--- src/bor_pkg.sv ---
// Package for the box overlap ratio unit: default widths and command codes.
// Depends on nothing; used by the interfaces, the divider and the top level.
`timescale 1ns / 1ps

package bor_pkg;

   localparam int COORD_BITS_DEF = 13;
   localparam int FRAC_BITS_DEF  = 16;

   typedef enum logic {
      CMD_IOU = 1'b0,
      CMD_IOA = 1'b1
   } cmd_type;

endpackage

--- src/bor_if.sv ---
// Request and response channel interfaces of the box overlap ratio unit.
// Depends on bor_pkg for default widths and the command type.
`timescale 1ns / 1ps

interface bor_req_if import bor_pkg::*; #(
   parameter int COORD_BITS = COORD_BITS_DEF
) ();
   logic                  valid;
   logic                  ready;
   cmd_type               command;
   logic [COORD_BITS-1:0] first_left;
   logic [COORD_BITS-1:0] first_top;
   logic [COORD_BITS-1:0] first_width;
   logic [COORD_BITS-1:0] first_height;
   logic [COORD_BITS-1:0] second_left;
   logic [COORD_BITS-1:0] second_top;
   logic [COORD_BITS-1:0] second_width;
   logic [COORD_BITS-1:0] second_height;

   modport source (
      output valid, command, first_left, first_top, first_width, first_height,
             second_left, second_top, second_width, second_height,
      input  ready
   );
   modport sink (
      input  valid, command, first_left, first_top, first_width, first_height,
             second_left, second_top, second_width, second_height,
      output ready
   );
endinterface

interface bor_rsp_if import bor_pkg::*; #(
   parameter int COORD_BITS = COORD_BITS_DEF,
   parameter int FRAC_BITS  = FRAC_BITS_DEF
) ();
   logic                      valid;
   logic                      ready;
   logic [FRAC_BITS:0]        ratio;
   logic [2*COORD_BITS:0]     overlap_area;

   modport source (output valid, ratio, overlap_area, input ready);
   modport sink (input valid, ratio, overlap_area, output ready);
endinterface

--- src/bor_divider.sv ---
// Pipelined restoring divider, one quotient bit per register stage.
// Depends on bor_pkg for default widths; used by box_overlap_ratio_unit.
`timescale 1ns / 1ps

module bor_divider import bor_pkg::*; #(
   parameter int NUM_BITS  = 2 * COORD_BITS_DEF,
   parameter int DEN_BITS  = 2 * COORD_BITS_DEF + 1,
   parameter int QUOT_BITS = FRAC_BITS_DEF + 1,
   parameter int TAG_BITS  = 2 * COORD_BITS_DEF
) (
   input  logic                 clock,
   input  logic                 reset,
   input  logic                 in_valid,
   output logic                 in_ready,
   input  logic [NUM_BITS-1:0]  in_num,
   input  logic [DEN_BITS-1:0]  in_den,
   input  logic [TAG_BITS-1:0]  in_tag,
   output logic                 out_valid,
   input  logic                 out_ready,
   output logic [QUOT_BITS-1:0] out_quot,
   output logic [TAG_BITS-1:0]  out_tag
);

   localparam int TRIAL_BITS = DEN_BITS + 1;

   // The numerator never exceeds the denominator, so each partial remainder
   // stays below the denominator and its double fits in TRIAL_BITS.
   logic                 valid_ff [QUOT_BITS];
   logic [DEN_BITS-1:0]  rem_ff   [QUOT_BITS];
   logic [DEN_BITS-1:0]  den_ff   [QUOT_BITS];
   logic [QUOT_BITS-1:0] quot_ff  [QUOT_BITS];
   logic [TAG_BITS-1:0]  tag_ff   [QUOT_BITS];
   logic                 adv      [QUOT_BITS+1];

   assign adv[QUOT_BITS] = out_ready;
   assign in_ready       = adv[0];

   for (genvar j = 0; j < QUOT_BITS; j++) begin : g_stage
      logic                  prev_valid;
      logic [TRIAL_BITS-1:0] trial;
      logic [DEN_BITS-1:0]   prev_den;
      logic [QUOT_BITS-1:0]  prev_quot;
      logic [TAG_BITS-1:0]   prev_tag;
      logic                  take;
      logic [TRIAL_BITS-1:0] diff;
      logic [DEN_BITS-1:0]   rem_in;
      logic [QUOT_BITS-1:0]  quot_in;

      if (j == 0) begin : g_first
         assign prev_valid = in_valid;
         assign trial      = TRIAL_BITS'(in_num);
         assign prev_den   = in_den;
         assign prev_quot  = '0;
         assign prev_tag   = in_tag;
      end else begin : g_next
         assign prev_valid = valid_ff[j-1];
         assign trial      = {rem_ff[j-1], 1'b0};
         assign prev_den   = den_ff[j-1];
         assign prev_quot  = quot_ff[j-1];
         assign prev_tag   = tag_ff[j-1];
      end

      assign adv[j] = !valid_ff[j] || adv[j+1];

      always_comb begin
         diff    = trial - {1'b0, prev_den};
         take    = (trial >= {1'b0, prev_den});
         rem_in  = take ? diff[DEN_BITS-1:0] : trial[DEN_BITS-1:0];
         quot_in = {prev_quot[QUOT_BITS-2:0], take};
      end

      always_ff @(posedge clock) begin
         if (reset) begin
            valid_ff[j] <= 1'b0;
         end else if (adv[j]) begin
            valid_ff[j] <= prev_valid;
         end
      end

      always_ff @(posedge clock) begin
         if (adv[j]) begin
            rem_ff[j]  <= rem_in;
            den_ff[j]  <= prev_den;
            quot_ff[j] <= quot_in;
            tag_ff[j]  <= prev_tag;
         end
      end
   end

   assign out_valid = valid_ff[QUOT_BITS-1];
   assign out_quot  = quot_ff[QUOT_BITS-1];
   assign out_tag   = tag_ff[QUOT_BITS-1];

endmodule

--- src/box_overlap_ratio_unit.sv ---
// Channel    | Dir | Contents of one beat
// req_if     | in  | command, first box and second box (left, top, width, height)
// rsp_if     | out | ratio (FRAC_BITS fraction bits), overlap_area
//
// One beat is accepted per cycle while rsp_if is not stalled; each beat passes
// through four geometry stages, then one divider stage per quotient bit.
// Reset clears every stage valid bit synchronously.
// A stall on rsp_if holds each full stage; empty stages still fill.
// Top level of the box overlap ratio unit; depends on bor_pkg, bor_if and
// bor_divider.
`timescale 1ns / 1ps

module box_overlap_ratio_unit import bor_pkg::*; #(
   parameter int COORD_BITS = COORD_BITS_DEF,
   parameter int FRAC_BITS  = FRAC_BITS_DEF
) (
   input  logic     clock,
   input  logic     reset,
   bor_req_if.sink  req_if,
   bor_rsp_if.source rsp_if
);

   localparam int EDGE_BITS = COORD_BITS + 1;
   localparam int AREA_BITS = 2 * COORD_BITS;
   localparam int DEN_BITS  = AREA_BITS + 1;
   localparam int QUOT_BITS = FRAC_BITS + 1;

   logic adv1, adv2, adv3, adv4, div_ready;

   // Stage 1: overlap edges.
   logic                  s1_valid_ff;
   cmd_type               s1_cmd_ff;
   logic [EDGE_BITS-1:0]  s1_left_ff, s1_top_ff, s1_right_ff, s1_bottom_ff;
   logic [EDGE_BITS-1:0]  s1_left_in, s1_top_in, s1_right_in, s1_bottom_in;
   logic [EDGE_BITS-1:0]  right1, right2, bottom1, bottom2;
   logic [COORD_BITS-1:0] s1_w1_ff, s1_h1_ff, s1_w2_ff, s1_h2_ff;

   // Stage 2: overlap extent.
   logic                  s2_valid_ff;
   cmd_type               s2_cmd_ff;
   logic [COORD_BITS-1:0] s2_iw_ff, s2_ih_ff, s2_iw_in, s2_ih_in;
   logic [EDGE_BITS-1:0]  span_w, span_h;
   logic [COORD_BITS-1:0] s2_w1_ff, s2_h1_ff, s2_w2_ff, s2_h2_ff;

   // Stage 3: areas.
   logic                  s3_valid_ff;
   cmd_type               s3_cmd_ff;
   logic [AREA_BITS-1:0]  s3_inter_ff, s3_area1_ff, s3_area2_ff;

   // Stage 4: denominator.
   logic                  s4_valid_ff;
   logic [AREA_BITS-1:0]  s4_inter_ff;
   logic [DEN_BITS-1:0]   s4_den_ff, s4_den_in, union_area;

   logic [QUOT_BITS-1:0]  div_quot;
   logic [AREA_BITS-1:0]  div_tag;

   assign adv4          = !s4_valid_ff || div_ready;
   assign adv3          = !s3_valid_ff || adv4;
   assign adv2          = !s2_valid_ff || adv3;
   assign adv1          = !s1_valid_ff || adv2;
   assign req_if.ready  = adv1;

   always_comb begin
      right1       = EDGE_BITS'(req_if.first_left) + EDGE_BITS'(req_if.first_width);
      right2       = EDGE_BITS'(req_if.second_left) + EDGE_BITS'(req_if.second_width);
      bottom1      = EDGE_BITS'(req_if.first_top) + EDGE_BITS'(req_if.first_height);
      bottom2      = EDGE_BITS'(req_if.second_top) + EDGE_BITS'(req_if.second_height);
      s1_left_in   = (req_if.first_left > req_if.second_left) ?
                     EDGE_BITS'(req_if.first_left) : EDGE_BITS'(req_if.second_left);
      s1_top_in    = (req_if.first_top > req_if.second_top) ?
                     EDGE_BITS'(req_if.first_top) : EDGE_BITS'(req_if.second_top);
      s1_right_in  = (right1 < right2) ? right1 : right2;
      s1_bottom_in = (bottom1 < bottom2) ? bottom1 : bottom2;
   end

   // The overlap width never exceeds either box width, so it fits a coordinate.
   always_comb begin
      span_w = s1_right_ff - s1_left_ff;
      span_h = s1_bottom_ff - s1_top_ff;
      if ((s1_left_ff < s1_right_ff) && (s1_top_ff < s1_bottom_ff)) begin
         s2_iw_in = span_w[COORD_BITS-1:0];
         s2_ih_in = span_h[COORD_BITS-1:0];
      end else begin
         s2_iw_in = '0;
         s2_ih_in = '0;
      end
   end

   // A zero denominator only occurs with a zero overlap, and dividing zero by
   // one gives the required zero ratio.
   always_comb begin
      union_area = DEN_BITS'(s3_area1_ff) + DEN_BITS'(s3_area2_ff)
                   - DEN_BITS'(s3_inter_ff);
      case (s3_cmd_ff)
         CMD_IOU: s4_den_in = union_area;
         CMD_IOA: s4_den_in = DEN_BITS'(s3_area2_ff);
         default: s4_den_in = union_area;
      endcase
      if (s4_den_in == '0) begin
         s4_den_in = DEN_BITS'(1);
      end
   end

   always_ff @(posedge clock) begin
      if (reset) begin
         s1_valid_ff <= 1'b0;
         s2_valid_ff <= 1'b0;
         s3_valid_ff <= 1'b0;
         s4_valid_ff <= 1'b0;
      end else begin
         if (adv1) begin
            s1_valid_ff <= req_if.valid;
         end
         if (adv2) begin
            s2_valid_ff <= s1_valid_ff;
         end
         if (adv3) begin
            s3_valid_ff <= s2_valid_ff;
         end
         if (adv4) begin
            s4_valid_ff <= s3_valid_ff;
         end
      end
   end

   always_ff @(posedge clock) begin
      if (adv1) begin
         s1_cmd_ff    <= req_if.command;
         s1_left_ff   <= s1_left_in;
         s1_top_ff    <= s1_top_in;
         s1_right_ff  <= s1_right_in;
         s1_bottom_ff <= s1_bottom_in;
         s1_w1_ff     <= req_if.first_width;
         s1_h1_ff     <= req_if.first_height;
         s1_w2_ff     <= req_if.second_width;
         s1_h2_ff     <= req_if.second_height;
      end
      if (adv2) begin
         s2_cmd_ff <= s1_cmd_ff;
         s2_iw_ff  <= s2_iw_in;
         s2_ih_ff  <= s2_ih_in;
         s2_w1_ff  <= s1_w1_ff;
         s2_h1_ff  <= s1_h1_ff;
         s2_w2_ff  <= s1_w2_ff;
         s2_h2_ff  <= s1_h2_ff;
      end
      if (adv3) begin
         s3_cmd_ff   <= s2_cmd_ff;
         s3_inter_ff <= AREA_BITS'(s2_iw_ff) * AREA_BITS'(s2_ih_ff);
         s3_area1_ff <= AREA_BITS'(s2_w1_ff) * AREA_BITS'(s2_h1_ff);
         s3_area2_ff <= AREA_BITS'(s2_w2_ff) * AREA_BITS'(s2_h2_ff);
      end
      if (adv4) begin
         s4_inter_ff <= s3_inter_ff;
         s4_den_ff   <= s4_den_in;
      end
   end

   bor_divider #(
      .NUM_BITS  (AREA_BITS),
      .DEN_BITS  (DEN_BITS),
      .QUOT_BITS (QUOT_BITS),
      .TAG_BITS  (AREA_BITS)
   ) u_bor_divider (
      .clock     (clock),
      .reset     (reset),
      .in_valid  (s4_valid_ff),
      .in_ready  (div_ready),
      .in_num    (s4_inter_ff),
      .in_den    (s4_den_ff),
      .in_tag    (s4_inter_ff),
      .out_valid (rsp_if.valid),
      .out_ready (rsp_if.ready),
      .out_quot  (div_quot),
      .out_tag   (div_tag)
   );

   assign rsp_if.ratio        = div_quot;
   assign rsp_if.overlap_area = (AREA_BITS + 1)'(div_tag);

endmodule

--- src/flat_wrapper.sv ---
// flat-port wrapper written by rule: the top's interface ports become plain ports
module box_overlap_ratio_unit_flat import bor_pkg::*;
#(
   parameter int COORD_BITS = COORD_BITS_DEF,
   parameter int FRAC_BITS  = FRAC_BITS_DEF
)
  (clock, reset, req_if_valid, req_if_command, req_if_first_left, req_if_first_top, req_if_first_width, req_if_first_height, req_if_second_left, req_if_second_top, req_if_second_width, req_if_second_height, req_if_ready, rsp_if_valid, rsp_if_ratio, rsp_if_overlap_area, rsp_if_ready);
  bor_req_if #(.COORD_BITS(COORD_BITS)) req_if_i ();
  bor_rsp_if #(.COORD_BITS(COORD_BITS), .FRAC_BITS(FRAC_BITS)) rsp_if_i ();
  input  logic clock;
  input  logic reset;
  input wire logic [$bits(req_if_i.valid)-1:0] req_if_valid;
  input wire logic [$bits(req_if_i.command)-1:0] req_if_command;
  input wire logic [$bits(req_if_i.first_left)-1:0] req_if_first_left;
  input wire logic [$bits(req_if_i.first_top)-1:0] req_if_first_top;
  input wire logic [$bits(req_if_i.first_width)-1:0] req_if_first_width;
  input wire logic [$bits(req_if_i.first_height)-1:0] req_if_first_height;
  input wire logic [$bits(req_if_i.second_left)-1:0] req_if_second_left;
  input wire logic [$bits(req_if_i.second_top)-1:0] req_if_second_top;
  input wire logic [$bits(req_if_i.second_width)-1:0] req_if_second_width;
  input wire logic [$bits(req_if_i.second_height)-1:0] req_if_second_height;
  output wire logic [$bits(req_if_i.ready)-1:0] req_if_ready;
  output wire logic [$bits(rsp_if_i.valid)-1:0] rsp_if_valid;
  output wire logic [$bits(rsp_if_i.ratio)-1:0] rsp_if_ratio;
  output wire logic [$bits(rsp_if_i.overlap_area)-1:0] rsp_if_overlap_area;
  input wire logic [$bits(rsp_if_i.ready)-1:0] rsp_if_ready;
  assign req_if_i.valid = req_if_valid;
  assign req_if_i.command = req_if_command;
  assign req_if_i.first_left = req_if_first_left;
  assign req_if_i.first_top = req_if_first_top;
  assign req_if_i.first_width = req_if_first_width;
  assign req_if_i.first_height = req_if_first_height;
  assign req_if_i.second_left = req_if_second_left;
  assign req_if_i.second_top = req_if_second_top;
  assign req_if_i.second_width = req_if_second_width;
  assign req_if_i.second_height = req_if_second_height;
  assign req_if_ready = req_if_i.ready;
  assign rsp_if_valid = rsp_if_i.valid;
  assign rsp_if_ratio = rsp_if_i.ratio;
  assign rsp_if_overlap_area = rsp_if_i.overlap_area;
  assign rsp_if_i.ready = rsp_if_ready;
  box_overlap_ratio_unit #(.COORD_BITS(COORD_BITS), .FRAC_BITS(FRAC_BITS)) u_core (.clock(clock), .reset(reset), .req_if(req_if_i), .rsp_if(rsp_if_i));
endmodule
--- config.mk ---
export PLATFORM = sky130hd
export DESIGN_NAME = box_overlap_ratio_unit_flat
export DESIGN_NICKNAME = d
export VERILOG_FILES = /design/src/bor_pkg.sv /design/src/bor_if.sv /design/src/bor_divider.sv /design/src/box_overlap_ratio_unit.sv /design/src/flat_wrapper.sv
export SDC_FILE = /design/constraint.sdc
export NUM_CORES = 2
export LEC_CHECK = 0
export BUFFER_PORTS_ARGS = -buffer_cell sky130_fd_sc_hd__buf_4
export CAP_MARGIN = 0
export CORE_ASPECT_RATIO = 1.2
export CORE_MARGIN = 3
export CORE_UTILIZATION = 60
export CTS_CLUSTER_SIZE = 25
export DETAILED_ROUTE_END_ITERATION = 7
export GPL_TIMING_DRIVEN = 0
export PLACE_DENSITY = 0.76
export REMOVE_ABC_BUFFERS = 1
export SLEW_MARGIN = 20
export SYNTH_ARGS = -nofsm -noshare
export SYNTH_HDL_FRONTEND = slang
export SYNTH_SLANG_ARGS = --single-unit
--- constraint.sdc ---
create_clock -name clock -period 18.68 [get_ports clock]
set_input_delay 0.934 -clock clock [delete_from_list [all_inputs] [get_ports clock]]
set_output_delay 0.934 -clock clock [all_outputs]
set_load 0.01 [all_outputs]
==> metrics.txt <==
storage element area=0.0540 mm^2; area share of the largest cell type after synthesis=0.509; TritonCTS clock tree=done; Vias=66300; fmax=between 100 and 150 MHz; WL per Instance=between 15 and 20 um; Fin Clk Skew=0.0564 ns; Final Instance Count excl. Fillers=11700; Worst Setup End Kind=register; DRC=2; mux share of post-synthesis cell area=0.0228; largest cells by area after synthesis=edfxtp_1 51%, ha_1 10%, fa_1 7.8%, inv_1 4.8%, nand2_1 2.6%; Arr. time, crit path=7.26 ns; flops & latches, synth=1798; post-DP HPWL=approximately 180 mm; core footprint=0.175 mm^2; number of synthesized flops with an enable pin=1794; GRT Total Usage=0.248; vias in the first global route=70600; routed wire length=223 mm; Layout area overhead=9.79%; final worst path period share=0.366; Final Util=0.664; commonest cells in the synthesized netlist=1794 x edfxtp_1, 1340 x inv_1, 851 x ha_1, 727 x nand2_1, 444 x a21oi_1; clk slew on worst S/H paths=0.06 ns; htree depth=4; port buffer count=153; sequential element share of the synthesized area=0.510; FF-to-FF path depth=20; Via density=5.69; Cells after DPL=11300; Synth Area in Adders=0.179; Setup Viol. Count Final=0; hold crit path type=in -> reg; CP required=19.11 ns; RSZ-0062 raised after global routing=false; final non-filler cell area=0.116 mm^2; critical path class=reg -> reg; fill cell count=12300; Yosys top cell by area=edfxtp_1; Hold Vio Cnt, Final=0; grt met2 use=0.507; Cell Area, Placed=0.110 mm^2; initial antenna violation count=2; Final #Nets=10600; count leader, synth=edfxtp_1; startpoint types=register; Max-Slew Margin vs Limit=0.204; Async S/R FF share, synth=0; met3 Track Usage GR=0.0299; Iteration-0 DRC Markers=3224; GP Congestion=0.942; die area=0.181 mm^2; Starting Density=0.605; # clock sinks=1798; post-cts sizing count=0; I/O pin count=between 150 and 200; Root Buffer=clkbuf_16; status=finished, violations left; synthesized area=approximately 0.11 mm^2; Die W=389 um; CTS Hold Buffers Added=0; hold path cells=1; Avg Cell Area, Syn=11.7 um^2; layout cells sized above 1=0.0781; first-pass iteration count of the detailed router=8; CTS buffer count=174; Max Cap Viol=0; largest family of logic cells by synthesized area=adder cells; ys flop type=edfxtp_1; M1 GR Usage=0.216; Syn Inst Count=9001; Tmin final=6.83 ns; ANT nets after route=0; first-pass GRT wire length=355 mm; Synth Area in Compound Gates=0.103; Synth Area in XOR/XNOR=0.0389; GRT Max-Usage Layer=met2; worst-margin pin slew=1.18 ns; post-CTS setup buffer count=0; post-synthesis simple-gate area fraction=0.0922; max-slew violations=0; violated checks=DRC; row count=168; worst-skew pair later-pin latency=0.83 ns; area occupied by multi-input gates=0.0463 mm^2; Clock Path Buffers=3; crit path max fanout=13; largest net degree at the start of global routing=78; GR Overflow Total=0; yosys warns=0; post-synthesis cell type count=100; Setup TNS=0 ns; die height=466 um
==> path summary, 6_finish.rpt <==
path / startpoint / end / slack (ns)
hold reg to reg: u_core.u_bor_divider.tag_ff[0][140]$_DFFE_PP_ / u_core.u_bor_divider.tag_ff[0][166]$_DFFE_PP_ / 0.40
setup / recovery: u_core.s2_w2_ff[7]$_DFFE_PP_ / u_core.s3_area2_ff[19]$_DFFE_PP_ / 11.85
hold / removal: req_if_command / u_core.s1_cmd_ff$_DFFE_PP_ / 0.31
setup reg to reg: u_core.s2_w2_ff[7]$_DFFE_PP_ / u_core.s3_area2_ff[19]$_DFFE_PP_ / 11.85
==> through the flow <==
stage	setup WS [ns]	hold slack, ns
finish	11.85	0.314
global route	11.55	0.269
CTS	11.80	0.249
detailed placement	11.98	0.405
global placement	3.55	0.401
floorplan	7.56	0.400
==> metal layers <==
layer	share of wire	wire length [um]
met1	0.32	71000
met2	0.57	127000
met3	0.030	6600
met4	0.084	18800
met5	0	0
==> cell type report <==
type | instances | share of cell area
clock inverters | 112 | 0.0111
flip-flops and latches | 1798 | 0.465
repair buffers | 200 | 0.0182
inverters | 1341 | 0.0436
multi-input cells | 5690 | 0.399
diodes | 1 | 0.0000216
well taps | 2295 | 0.0247
clock buffers | 213 | 0.0388
==> registers in the layout, indices dropped and copies added, names as in the netlist, 26 cells and up <==
| name | flops |
|---|---|
| u_core.s3_area2_ff | 26 |
| u_core.u_bor_divider.den_ff | 432 |
| u_core.u_bor_divider.rem_ff | 432 |
| u_core.s3_area1_ff | 26 |
| u_core.u_bor_divider.tag_ff | 442 |
| u_core.s3_inter_ff | 26 |
| u_core.u_bor_divider.quot_ff | 153 |
| u_core.s4_den_ff | 27 |
| u_core.s4_inter_ff | 26 |
==> cell families after synthesis <==
logic type | after synthesis
AO/OA/AOI/OAI | 1711
XOR/XNOR | 470
adder cells (fa/ha/maj) | 1262
buffers and inverters | 1513
flip-flops | 1798
multiplexers | 217
other | 1
AND/OR/NAND/NOR | 2029
==> layout by cell type, fill, tap and decap left out, types with 43 or more instances in the layout <==
cell type,synthesis,routed
edfxtp_1,1794,1794
inv_1,1340,1330
ha_1,851,851
nand2_1,727,719
a21oi_1,444,440
o21ai_0,440,440
fa_1,411,411
nor2_1,402,402
xnor2_1,304,304
and2_1,258,258
a21o_1,255,254
mux2_2,175,175
clkbuf_16,0,174
xor2_1,166,166
buf_4,5,158
nor3_1,121,120
nor2b_1,99,99
o21a_1,98,97
nand2b_1,92,92
nand3_1,90,88
o21bai_1,64,64
nand4_1,55,55
o31ai_1,47,47
a31oi_1,48,46
and3_1,43,43
==> worst max-delay path, cell delays in order (launching register included) <==
cell      delay [ns]
edfxtp_1        0.65
and2_1          0.27
fa_1            0.55
inv_1           0.05
fa_1            0.48
inv_1           0.05
fa_1            0.49
inv_1           0.06
fa_1            0.48
fa_1            0.50
inv_1           0.04
ha_1            0.33
o21a_1          0.15
o21ai_0         0.07
nand2b_1        0.08
o41ai_1         0.13
o21ai_0         0.48
o41ai_1         0.18
o311a_1         0.38
nor2b_1         0.16
xnor2_1         0.84
Power is left out: the tool's default activity adds up to more than one toggle a clock period on the data nets, which glitch-free logic cannot reach.
